<file path="src/rtl/core/svs_pkg.sv">
// Shared types and codes for the searchable value stack.
package svs_pkg;

	// Request operation codes
	typedef enum logic [2:0] {
		OP_PUSH   = 3'd0,
		OP_POP    = 3'd1,
		OP_SEARCH = 3'd2,
		OP_REMOVE = 3'd3,
		OP_CLEAR  = 3'd4,
		OP_COUNT  = 3'd5
	} op_t;

	// Result status codes
	typedef enum logic [1:0] {
		STAT_OK        = 2'd0,
		STAT_NOT_FOUND = 2'd1,
		STAT_FULL      = 2'd2,
		STAT_EMPTY     = 2'd3
	} status_t;

	// Control states
	typedef enum logic [1:0] {
		ST_IDLE,
		ST_POP,
		ST_SCAN,
		ST_SHIFT
	} state_t;

	localparam int unsigned DATA_W = 32;
	localparam int unsigned CNT_W  = 5;

endpackage

</file>
<file path="src/rtl/core/svs_ram.sv">
// Generic single-port-write, single-port-read RAM with registered read data.
module svs_ram #(
	parameter int unsigned WIDTH = 32,
	parameter int unsigned DEPTH = 16
) (
	input  logic                     clk,
	input  logic                     we,
	input  logic [$clog2(DEPTH)-1:0] waddr,
	input  logic [WIDTH-1:0]         wdata,
	input  logic [$clog2(DEPTH)-1:0] raddr,
	output logic [WIDTH-1:0]         rdata
);

	logic [WIDTH-1:0] mem_q [DEPTH];

	// write port and registered read port
	always_ff @(posedge clk) begin
		if (we) begin
			mem_q[waddr] <= wdata;
		end
		rdata <= mem_q[raddr];
	end

endmodule

</file>
<file path="src/rtl/core/searchable_value_stack.sv">
// Top level of the searchable value stack: control FSM around one entry RAM.
//
// A bounded LIFO of signed 32-bit values held in a RAM of DEPTH entries. A request
// (op, value) is taken when start is high and busy is low; exactly one result follows,
// shown for one cycle while done is high, and cannot be held off by the receiver.
// Push, clear, unused op codes, and pop/search/remove/count on an empty stack return
// their result in the cycle after the transfer, and busy stays low so a new request
// may follow at once. Pop reads the top entry from the RAM in ST_POP. Search and count
// walk the stored entries from the top through the single RAM read port, one entry per
// cycle, search stopping at the first match. Remove scans down to the topmost match,
// then moves each entry above it down by one, one per cycle. The RAM needs no clearing
// after reset; only the state, the fill level and done reset.
module searchable_value_stack #(
	parameter int unsigned DEPTH = 16
) (
	input  logic               clk,
	input  logic               arst_n,
	input  logic               start,
	output logic               busy,
	input  logic [2:0]         op,
	input  logic signed [31:0] value,
	output logic               done,
	output logic [1:0]         status,
	output logic               found,
	output logic signed [31:0] popped_value,
	output logic [4:0]         even_count,
	output logic [4:0]         odd_count,
	output logic [4:0]         fill_level
);

	localparam int unsigned AW = $clog2(DEPTH);
	localparam int unsigned FW = $clog2(DEPTH + 1);
	localparam int unsigned CW = (FW > svs_pkg::CNT_W) ? FW : svs_pkg::CNT_W;

	svs_pkg::state_t state_q, state_nx;

	logic [FW-1:0]               fill_q;
	logic [FW-1:0]               fill_m1;
	logic [AW-1:0]               top_idx;
	logic                        full, empty, accept;
	svs_pkg::op_t                op_in, op_q;
	logic [svs_pkg::DATA_W-1:0]  val_q;
	logic [AW-1:0]               scan_idx_q, mv_idx_q;
	logic [FW-1:0]               cnt_even_q, cnt_odd_q;
	logic                        done_q, found_q;
	svs_pkg::status_t            status_q;
	logic [svs_pkg::DATA_W-1:0]  popped_q;

	// RAM port signals
	logic                        ram_we;
	logic [AW-1:0]               ram_waddr, ram_raddr;
	logic [svs_pkg::DATA_W-1:0]  ram_wdata, ram_rdata;

	// control strobes from the output decoder
	logic                        res_vld, res_found, pop_ld, cnt_en, clr_acc;
	svs_pkg::status_t            res_status;
	logic                        fill_inc, fill_dec, fill_clr;
	logic                        scan_ld, scan_dec, mv_ld, mv_inc;
	logic                        match;

	assign op_in   = svs_pkg::op_t'(op);
	assign busy    = (state_q != svs_pkg::ST_IDLE);
	assign accept  = start && !busy;
	assign full    = (fill_q == FW'(DEPTH));
	assign empty   = (fill_q == '0);
	assign fill_m1 = fill_q - FW'(1);
	assign top_idx = fill_m1[AW-1:0];
	assign match   = (ram_rdata == val_q);

	svs_ram #(
		.WIDTH (svs_pkg::DATA_W),
		.DEPTH (DEPTH)
	) u_ram (
		.clk   (clk),
		.we    (ram_we),
		.waddr (ram_waddr),
		.wdata (ram_wdata),
		.raddr (ram_raddr),
		.rdata (ram_rdata)
	);

	// next state
	always_comb begin
		state_nx = state_q;
		case (state_q)
			svs_pkg::ST_IDLE: begin
				if (accept && !empty) begin
					case (op_in)
						svs_pkg::OP_POP: state_nx = svs_pkg::ST_POP;
						svs_pkg::OP_SEARCH,
						svs_pkg::OP_REMOVE,
						svs_pkg::OP_COUNT: state_nx = svs_pkg::ST_SCAN;
						default: state_nx = svs_pkg::ST_IDLE;
					endcase
				end
			end
			svs_pkg::ST_POP: state_nx = svs_pkg::ST_IDLE;
			svs_pkg::ST_SCAN: begin
				if (op_q == svs_pkg::OP_COUNT) begin
					if (scan_idx_q == '0) state_nx = svs_pkg::ST_IDLE;
				end else if (match) begin
					if (op_q == svs_pkg::OP_REMOVE && scan_idx_q != top_idx) begin
						state_nx = svs_pkg::ST_SHIFT;
					end else begin
						state_nx = svs_pkg::ST_IDLE;
					end
				end else if (scan_idx_q == '0) begin
					state_nx = svs_pkg::ST_IDLE;
				end
			end
			svs_pkg::ST_SHIFT: begin
				if (mv_idx_q == top_idx) state_nx = svs_pkg::ST_IDLE;
			end
			default: state_nx = svs_pkg::ST_IDLE;
		endcase
	end

	// datapath control and RAM access
	always_comb begin
		ram_we     = 1'b0;
		ram_waddr  = fill_q[AW-1:0];
		ram_wdata  = value;
		ram_raddr  = top_idx;
		res_vld    = 1'b0;
		res_status = svs_pkg::STAT_OK;
		res_found  = 1'b0;
		pop_ld     = 1'b0;
		cnt_en     = 1'b0;
		clr_acc    = 1'b0;
		fill_inc   = 1'b0;
		fill_dec   = 1'b0;
		fill_clr   = 1'b0;
		scan_ld    = 1'b0;
		scan_dec   = 1'b0;
		mv_ld      = 1'b0;
		mv_inc     = 1'b0;
		case (state_q)
			svs_pkg::ST_IDLE: begin
				if (accept) begin
					clr_acc = 1'b1;
					case (op_in)
						svs_pkg::OP_PUSH: begin
							res_vld = 1'b1;
							if (full) begin
								res_status = svs_pkg::STAT_FULL;
							end else begin
								ram_we   = 1'b1;
								fill_inc = 1'b1;
							end
						end
						svs_pkg::OP_POP: begin
							// read the top entry; result once data returns
							if (empty) begin
								res_vld    = 1'b1;
								res_status = svs_pkg::STAT_EMPTY;
							end else begin
								fill_dec = 1'b1;
							end
						end
						svs_pkg::OP_SEARCH,
						svs_pkg::OP_REMOVE: begin
							if (empty) begin
								res_vld    = 1'b1;
								res_status = svs_pkg::STAT_NOT_FOUND;
							end else begin
								scan_ld = 1'b1;
							end
						end
						svs_pkg::OP_COUNT: begin
							if (empty) res_vld = 1'b1;
							else scan_ld = 1'b1;
						end
						svs_pkg::OP_CLEAR: begin
							res_vld  = 1'b1;
							fill_clr = 1'b1;
						end
						default: res_vld = 1'b1;
					endcase
				end
			end
			svs_pkg::ST_POP: begin
				res_vld = 1'b1;
				pop_ld  = 1'b1;
			end
			svs_pkg::ST_SCAN: begin
				ram_raddr = scan_idx_q - AW'(1);
				if (op_q == svs_pkg::OP_COUNT) begin
					cnt_en   = 1'b1;
					scan_dec = 1'b1;
					res_vld  = (scan_idx_q == '0);
				end else if (match) begin
					res_found = 1'b1;
					if (op_q == svs_pkg::OP_REMOVE) begin
						// topmost match: shift the entries above it down
						ram_raddr = scan_idx_q + AW'(1);
						if (scan_idx_q == top_idx) begin
							res_vld  = 1'b1;
							fill_dec = 1'b1;
						end else begin
							mv_ld = 1'b1;
						end
					end else begin
						res_vld = 1'b1;
					end
				end else begin
					scan_dec = 1'b1;
					if (scan_idx_q == '0) begin
						res_vld    = 1'b1;
						res_status = svs_pkg::STAT_NOT_FOUND;
					end
				end
			end
			svs_pkg::ST_SHIFT: begin
				// move entry mv_idx down one slot, fetch the next one up
				ram_we    = 1'b1;
				ram_waddr = mv_idx_q - AW'(1);
				ram_wdata = ram_rdata;
				ram_raddr = mv_idx_q + AW'(1);
				mv_inc    = 1'b1;
				if (mv_idx_q == top_idx) begin
					res_vld   = 1'b1;
					res_found = 1'b1;
					fill_dec  = 1'b1;
				end
			end
			default: ;
		endcase
	end

	// control registers
	always_ff @(posedge clk or negedge arst_n) begin
		if (!arst_n) begin
			state_q <= svs_pkg::ST_IDLE;
			fill_q  <= '0;
			done_q  <= 1'b0;
		end else begin
			state_q <= state_nx;
			done_q  <= res_vld;
			if (fill_clr) begin
				fill_q <= '0;
			end else if (fill_inc) begin
				fill_q <= fill_q + FW'(1);
			end else if (fill_dec) begin
				fill_q <= fill_m1;
			end
		end
	end

	// request, walk and result registers
	always_ff @(posedge clk) begin
		if (accept) begin
			op_q  <= op_in;
			val_q <= value;
		end
		if (scan_ld) begin
			scan_idx_q <= top_idx;
		end else if (scan_dec) begin
			scan_idx_q <= scan_idx_q - AW'(1);
		end
		if (mv_ld) begin
			mv_idx_q <= scan_idx_q + AW'(1);
		end else if (mv_inc) begin
			mv_idx_q <= mv_idx_q + AW'(1);
		end
		if (clr_acc) begin
			cnt_even_q <= '0;
			cnt_odd_q  <= '0;
			popped_q   <= '0;
		end else begin
			if (cnt_en) begin
				if (ram_rdata[0]) cnt_odd_q <= cnt_odd_q + FW'(1);
				else cnt_even_q <= cnt_even_q + FW'(1);
			end
			if (pop_ld) popped_q <= ram_rdata;
		end
		if (res_vld) begin
			status_q <= res_status;
			found_q  <= res_found;
		end
	end

	// result ports; counts report their low five bits
	logic [CW-1:0] fill_w, even_w, odd_w;

	assign fill_w       = CW'(fill_q);
	assign even_w       = CW'(cnt_even_q);
	assign odd_w        = CW'(cnt_odd_q);
	assign done         = done_q;
	assign status       = status_q;
	assign found        = found_q;
	assign popped_value = popped_q;
	assign even_count   = even_w[svs_pkg::CNT_W-1:0];
	assign odd_count    = odd_w[svs_pkg::CNT_W-1:0];
	assign fill_level   = fill_w[svs_pkg::CNT_W-1:0];

endmodule

</file>
<file path="config.mk">
export PLATFORM = sky130hd
export DESIGN_NAME = searchable_value_stack
export DESIGN_NICKNAME = d
export VERILOG_FILES = /design/src/rtl/core/svs_pkg.sv /design/src/rtl/core/svs_ram.sv /design/src/rtl/core/searchable_value_stack.sv
export SDC_FILE = /design/constraint.sdc
export NUM_CORES = 1
export LEC_CHECK = 0
export ABC_AREA = 1
export ABC_CLOCK_PERIOD_IN_PS = 6900
export BUFFER_PORTS_ARGS = -buffer_cell sky130_fd_sc_hd__buf_4
export CORE_ASPECT_RATIO = 1.75
export CORE_UTILIZATION = 40
export CTS_BUF_LIST = sky130_fd_sc_hd__clkbuf_8
export CTS_CLUSTER_SIZE = 40
export DETAILED_ROUTE_END_ITERATION = 10
export HOLD_SLACK_MARGIN = 0.1
export SYNTH_ARGS = -nofsm -noshare
export SYNTH_HDL_FRONTEND = slang
export SYNTH_HIERARCHICAL = 1
export SYNTH_SLANG_ARGS = --single-unit
export TNS_END_PERCENT = 50
</file>
<file path="constraint.sdc">
create_clock -name clk -period 6.9 [get_ports clk]
set_input_delay 0.69 -clock clk [delete_from_list [all_inputs] [get_ports clk]]
set_output_delay 0.69 -clock clk [all_outputs]
set_load 0.05 [all_outputs]
</file>
==> impl_metrics.tcl, run 1 <==
set metrics [dict create \
    critPathRequiredTime_ns 7.22 \
    clk_path_buf_depth 3 \
    cts_root_buffer "sky130_fd_sc_hd__clkbuf_8" \
    timing.slew.headroom_pct 13.3 \
    hold_viol_final 0 \
    crit_top_cell "sky130_fd_sc_hd__inv_2" \
    max_cap_violations 0 \
    cp.arrival_ns 4.90 \
    synth-seq-cells 640 \
    commonest_cells_after_routing_fill_and_taps_aside "sky130_fd_sc_hd__nand2_1 (878), sky130_fd_sc_hd__edfxtp_1 (558), sky130_fd_sc_hd__inv_1 (527)" \
    antenna_violations_before_repair 1 \
    yosysUniqueCellTypes 46 \
    timing_max_transition_violations_final 0 \
    ys_seq_area_share_pct 65.6 \
    via_count_of_the_first_global_routing_pass 19400 \
    status "complete, no violations" \
    dieHeight_um 353 \
    maxClockFrequency_mhz 218 \
    crit_fanout 42 \
    synth_enable_flop_cells 558 \
    path_cells "inv_1 > ha_1 > nand2_2 > inv_2 > nand2_1 > nor3_4 > inv_2 > a21oi_1 > nand3b_1 > nor2_4 > buf_4" \
    critical_path.n_buffers_inverters 4 \
    combined_global_route_utilization_of_all_metal_layers_pct 20.1 \
    drt-wirelength-per-cell_um 18.1 \
    final_layout_size_suffix_gt1_share_pct 10.2 \
    timing.final.crit_share_pct 66.3 \
    synthesis.nets 2885 \
    detail_route.iter0.violations 1455 \
    largest_net_degree_at_the_start_of_global_routing 257 \
    synthDominantAreaCellType "sky130_fd_sc_hd__edfxtp_1" \
    final_period_minus_worst_setup_slack_ns 4.58 \
    power_mw 15.3 \
    yosys_warnings 6 \
    synthesis.area_per_instance_um2 9.92 \
    detailed_routing_iterations_pass_1 7 \
    clock_insertion_delay_worst_skew_ns 0.72 \
    gp_weighted_congestion 0.848 \
    grt_overflow_total 0 \
    synthDominantCellAreaShare_pct 59.6 \
    cp-start-kind "flip-flop" \
    critical_path.max_stage_delay_ns 0.70 \
    rsz_0062_raised_after_global_routing "no" \
    dp.final_hpwl_um 40000 \
    clock_tree_from_tritoncts "yes" \
    coreArea_um2 69500 \
    syn_to_final_growth_pct 11.6 \
    post_cts.repair.setup_buffers 0 \
    fin_nets 2990 \
    hold_path_class "input pin to flip-flop" \
    start_util_pct 40.4 \
    powerDensity_nw_per_um2 489 \
    clk_transition_reported_paths_ns 0.06 \
    critPathSlowestCell "sky130_fd_sc_hd__nand2_2" \
    numCtsBuffers 89 \
    post_synth_main_area_contributors "sky130_fd_sc_hd__edfxtp_1 (60%), sky130_fd_sc_hd__nand2_1 (12%), sky130_fd_sc_hd__nand3_1 (7.1%)" \
    ys_async_sr_fraction_pct 1.25 \
    worst-slew-pin-transition_ns 1.30 \
    routed_via_density 4.96 \
    cts_htree_levels 3 \
    placementRows 128 \
    portBuffers 89 \
    worst_clock_skew_ns 0.0362 \
    final_area_um2 31400 \
    crit_type "flip-flop to flip-flop" \
    fp.dieArea_um2 71400 \
    grt_pass1_wl_um 109000 \
    drc 0 \
    postRouteAntennaNets 0 \
    chipWidth_um 202 \
    finalSetupViolCount 0 \
    endpoint_kind "flip-flop" \
    syn_area_um2 28100 \
    resized_gates_after_cts 0 \
    clkSinkCount 640 \
    ir_drop_v 0.000587 \
    ioPinCount 90 \
    postSynth.topFlopCell "sky130_fd_sc_hd__edfxtp_1" \
    postSynthCellCount 2834 \
    sum_of_routed_wire_length_over_all_layers_um 71100 \
    layout.cells.most_common "sky130_fd_sc_hd__nand2_1" \
    route.vias.total 19500 \
    tns_ns 0 \
    dpl_cell_area_um2 29700 \
    power.leakage_nw 13.7 \
    cp_top_family "simple AND/OR/NAND/NOR gates" \
]
area by class of cell:
class / count / area, um^2
inverter: 501 / 1890
timing repair buffer: 140 / 1070
fill: 6475 / 38200
tap: 910 / 1140
antenna: 1 / 2.50
clock buffer: 96 / 1320
clock inverter: 70 / 349
multi-input combinational: 1567 / 7150
sequential: 640 / 18400
final timing paths:
check	startpoint	to	slack (ns)	cells after the start
worst max-delay path	state_q[1]$_DFFE_PN0P_	u_ram/mem_q[5][14]$_DFFE_PP_	2.32	11
worst min-delay path	value[28]	val_q[28]$_DFFE_PP_	0.16	1
worst max register to register	state_q[1]$_DFFE_PN0P_	u_ram/mem_q[5][14]$_DFFE_PP_	2.32	11
worst min register to register	odd_count[4]$_SDFFE_PP0P_	odd_count[4]$_SDFFE_PP0P_	0.48	2
max in group asynchronous	arst_n	fill_level[2]$_DFFE_PN0P_	6.39	2
min in group asynchronous	arst_n	done$_DFF_PN0_	0.34	2
synthesized netlist by cell type (all sizes together), types with 2 or more instances:
cell type and count:
xor2 12, o21ai 83, nand3 406, ha 13, nand3b 2, edfxtp 558
clkbuf 33, o211ai 2, nor3 11, nor2 85, dfrtp 8, xnor2 4
nor3b 2, nor4 2, clkinv 3, nand4 11, inv 498, a21oi 37
dfxtp 74, nand2 890, buf 93
registers in the layout, indices dropped and copies added (netlist names):
name and flops:
val_q 32, op_q 3, u_ram/mem_q 512, fill_level 5, mv_idx_q 4, status 2
done 1, u_ram/rdata 32, state_q 2, found 1, scan_idx_q 4, even_count 5
odd_count 5, popped_value 32
stage by stage:
| stage | setup slack [ns] | util [%] | hold slack (ns) | instances |
|---|---|---|---|---|
| detailed placement | 2.34 | 42.7 | 0.463 | 3757 |
| global route | 2.04 | 45.1 | 0.140 | 3925 |
| finish | 2.32 | 45.1 | 0.162 | 3925 |
| floorplan | 2.66 | - | 0.394 | 2834 |
| CTS | 2.29 | 45.1 | 0.110 | 3924 |
| global placement | 2.46 | 42.7 | 0.455 | 3757 |
power breakdown:
part           switching, mW  internal, mW
Clock                   1.42          1.36
Combinational           5.46          2.11
Sequential             0.216          4.75
Total                   7.09          8.22
worst reg2reg max path, delay by kind of cell, from the launching register on:
kind	cells	cell delay (ns)
adder cells (fa/ha/maj)	1	0.32
flip-flops	1	0.42
buffers and inverters	4	1.05
AND/OR/NAND/NOR	5	2.03
AO/OA/AOI/OAI	1	0.36
cells by family (layout without fill, tap and decap cells):
family	count (synthesis)	count (layout)	synth area share (%)
and+or+nand+nor	1409	1409	21.4
other	0	1	0
AOI/OAI and AO/OA	129	129	2.42
buffers and inverters	627	807	9.52
xor gates and xnor gates	16	16	0.525
DFF	640	640	65.6
adders and majority gates	13	13	0.579
timing repair:
action | CTS | global route
hold endpoints to repair | 8 | 0
endpoints found under the setup margin | 0 | 0
hold buffers | 1 | 0
per-layer routing:
layer	vias up	global-route usage (%)	share of wire [%]
li1	9351	-	-
met1	9367	23.0	39
met2	593	36.6	52
met3	140	2.48	5.2
met4	0	9.59	3.8
met5	-	0	0
No activity file was read; power rests on OpenSTA's default activity.
==> inputs of run 2 (changes only) <==
--- a/config.mk
+++ b/config.mk
@@ -5,8 +5,8 @@
 export SDC_FILE = /design/constraint.sdc
 export NUM_CORES = 1
 export LEC_CHECK = 0
-export ABC_AREA = 1
-export ABC_CLOCK_PERIOD_IN_PS = 6900
+export ABC_AREA = 0
+export ABC_CLOCK_PERIOD_IN_PS = 4100
 export BUFFER_PORTS_ARGS = -buffer_cell sky130_fd_sc_hd__buf_4
 export CORE_ASPECT_RATIO = 1.75
 export CORE_UTILIZATION = 40
==> constraint.sdc (replaced) <==
create_clock -name clk -period 4.1 [get_ports clk]
set_input_delay 0.41 -clock clk [delete_from_list [all_inputs] [get_ports clk]]
set_output_delay 0.41 -clock clk [all_outputs]
set_load 0.05 [all_outputs]
==> impl_metrics.tcl, run 2 <==
set metrics [dict create \
    worst-slew-pin-transition_ns 1.02 \
    dp.final_hpwl_um 34600 \
    cp-start-kind "flip-flop" \
    crit_fanout 44 \
    synth_compound_gate_area_share_pct 3.06 \
    synth-seq-cells 640 \
    worst_clock_skew_ns 0.0392 \
    synthesis.area_per_instance_um2 19.3 \
    powerDensity_nw_per_um2 758 \
    yosys.area_share.adder_pct 0.649 \
    finalSetupViolCount 0 \
    timing.rr.start "val_q[1]$_DFFE_PP_" \
    critical_path.max_stage_delay_ns 0.75 \
    portBuffers 89 \
    ys_seq_area_share_pct 73.6 \
    crit_type "flip-flop to flip-flop" \
    hold_path_class "input pin to flip-flop" \
    synthDominantAreaCellType "sky130_fd_sc_hd__edfxtp_1" \
    synthDominantCellAreaShare_pct 66.8 \
    cts_htree_levels 3 \
    antenna_violations_before_repair 1 \
    status "complete, no violations" \
    cp.arrival_ns 4.28 \
    grt_pass1_wl_um 89600 \
    clk_path_buf_depth 3 \
    synth_top_family_by_area "multiplexers" \
    setup.worst_path.end "u_ram/rdata[15]$_DFF_P_" \
    placementRows 121 \
    ir_drop_v 0.000531 \
    coreArea_um2 62100 \
    drc 0 \
    critPathSlowestCell "sky130_fd_sc_hd__nor4_1" \
    postSynth.topFlopCell "sky130_fd_sc_hd__edfxtp_1" \
    endpoint_kind "flip-flop" \
    postSynthCellCount 1297 \
    final_period_minus_worst_setup_slack_ns 3.71 \
    fill_cells 5167 \
    ioPinCount 90 \
    syn_to_final_growth_pct 17.5 \
    synth_top_cells_by_count "sky130_fd_sc_hd__edfxtp_1 (558), sky130_fd_sc_hd__mux4_2 (128), sky130_fd_sc_hd__dfxtp_1 (74)" \
    fp.dieArea_um2 63700 \
    numCtsBuffers 91 \
    largest_register_ffs 512 \
    tns_ns 0 \
    final_area_um2 29500 \
    dieHeight_um 333 \
    commonest_cells_after_routing_fill_and_taps_aside "sky130_fd_sc_hd__edfxtp_1 (558), sky130_fd_sc_hd__mux4_2 (128), sky130_fd_sc_hd__buf_4 (116)" \
    final_layout_size_suffix_gt1_share_pct 30.6 \
    clock_insertion_delay_worst_skew_ns 0.70 \
    post_cts.repair.setup_buffers 0 \
    path_cells "xor2_1 > nor4_1 > nand4_2 > nor3_2 > xor2_1 > o21ai_4 > buf_12 > mux4_2 > a22oi_1 > nand2_1" \
    start_util_pct 40.4 \
    cp_top_family "simple AND/OR/NAND/NOR gates" \
    layout.cells.most_common "sky130_fd_sc_hd__edfxtp_1" \
    synth_most_common_cell "sky130_fd_sc_hd__edfxtp_1" \
    via_count_of_the_first_global_routing_pass 13400 \
    max_cap_violations 0 \
    r2r_setup_slack_ns 0.39 \
    critPathRequiredTime_ns 4.66 \
    clk_transition_reported_paths_ns 0.07 \
    clock_tree_from_tritoncts "yes" \
    synthMuxAreaShare_pct 14.9 \
    critical_path.startpoint "val_q[1]$_DFFE_PP_" \
    rsz_0062_raised_after_global_routing "no" \
    synthesis.nets 1348 \
    timing.slew.headroom_pct 32.0 \
    yosys_warnings 6 \
    gp_weighted_congestion 0.830 \
    timing.reg2reg.worst_path_depth 10 \
    xor_xnor_share_of_the_synthesized_area_pct 2.34 \
    regMostFlops "u_ram/mem_q" \
    ys_async_sr_fraction_pct 1.25 \
    maxClockFrequency_mhz 269 \
    crit_top_cell "sky130_fd_sc_hd__xor2_1" \
    largest_net_degree_at_the_start_of_global_routing 63 \
    hold_path_startpoint "start" \
    crit-reg2reg-capture "u_ram/rdata[15]$_DFF_P_" \
    timing.critical_path.depth 10 \
    detail_route.iter0.violations 901 \
    post_synth_main_area_contributors "sky130_fd_sc_hd__edfxtp_1 (67%), sky130_fd_sc_hd__mux4_2 (12%), sky130_fd_sc_hd__dfxtp_1 (5.9%)" \
    routed_via_density 5.44 \
    cts_root_buffer "sky130_fd_sc_hd__clkbuf_8" \
    fin_nets 1547 \
    sum_of_routed_wire_length_over_all_layers_um 61500 \
    chipWidth_um 191 \
    postRouteAntennaNets 0 \
    power_mw 22.3 \
    detailed_routing_iterations_pass_1 5 \
    critical_path.n_buffers_inverters 1 \
    syn_area_um2 25100 \
    timing.final.crit_share_pct 90.6 \
    clkSinkCount 640 \
    synthSimpleGateAreaFrac_pct 3.96 \
    combined_global_route_utilization_of_all_metal_layers_pct 19.8 \
    hold_viol_final 0 \
    yosysUniqueCellTypes 66 \
    grt_overflow_total 0 \
    synth_enable_flop_cells 558 \
    dpl_cell_area_um2 27200 \
    timing_max_transition_violations_final 0 \
    drt-wirelength-per-cell_um 25.9 \
    power.leakage_nw 9.91 \
    route.vias.total 12900 \
]
-- run 2: power by group --
group / leakage [nW] / total [mW] / internal (mW) / switching (mW)
registers: 5.75 / 8.19 / 7.76 / 0.428
logic: 3.11 / 9.08 / 3.93 / 5.15
clock network: 1.05 / 5.07 / 2.66 / 2.41
-- run 2: worst min path at each step --
stage	endpoint	slack [ns]	cells past startpoint
finish	done$_DFF_PN0_	0.16	3
global route	done$_DFF_PN0_	0.17	3
CTS	done$_DFF_PN0_	0.12	3
detailed placement	fill_level[0]$_DFFE_PN0P_	0.25	1
global placement	fill_level[0]$_DFFE_PN0P_	0.25	1
floorplan	done$_DFF_PN0_	0.11	0
-- run 2: tightest hold or removal path, stage by stage --
cell and delay, ns:
sky130_fd_sc_hd__buf_4 0.12, sky130_fd_sc_hd__a21oi_1 0.17, sky130_fd_sc_hd__a41oi_2 0.09
-- run 2: logic make-up after synthesis --
family	after synthesis
compound gates	101
xor+xnor	62
fa+ha+maj	13
buf+inv	82
flops	640
mux	209
simple gates	190
-- run 2: routing by layer --
metal,share of wire (%),routed length [um],global-route usage [%]
met4,1.9,1200,5.39
met3,4.8,2930,3.03
met2,54,33100,35.4
met5,0,0,0
met1,40,24300,24.5
-- run 2: timing repair --
item | in CTS | in global routing
endpoints found under the hold margin | 44 | 0
resized for setup | 0 | 0
hold buffers | 37 | 0
setup endpoints to repair | 0 | 0
-- run 2: metrics by stage --
step / hold slack (ns) / cells / setup WS, ns / utilization, %
global placement: 0.250 / 2165 / 0.367 / 43.9
finish: 0.161 / 2372 / 0.386 / 47.5
CTS: 0.118 / 2371 / 0.347 / 47.5
global route: 0.167 / 2372 / 0.264 / 47.5
floorplan: 0.114 / 1297 / -0.469 / -
detailed placement: 0.251 / 2165 / 0.398 / 43.9
-- run 2: cell type report --
cell class | instances | area [um^2] | area share (%)
inverters | 13 | 50.0 | 0.170
repair buffers | 175 | 1680 | 5.71
clock buffers | 98 | 1350 | 4.58
well taps | 799 | 1000 | 3.39
clock inverters | 71 | 499 | 1.69
multi-input cells | 575 | 6440 | 21.9
diodes | 1 | 2.50 | 0.00849
flip-flops and latches | 640 | 18400 | 62.6
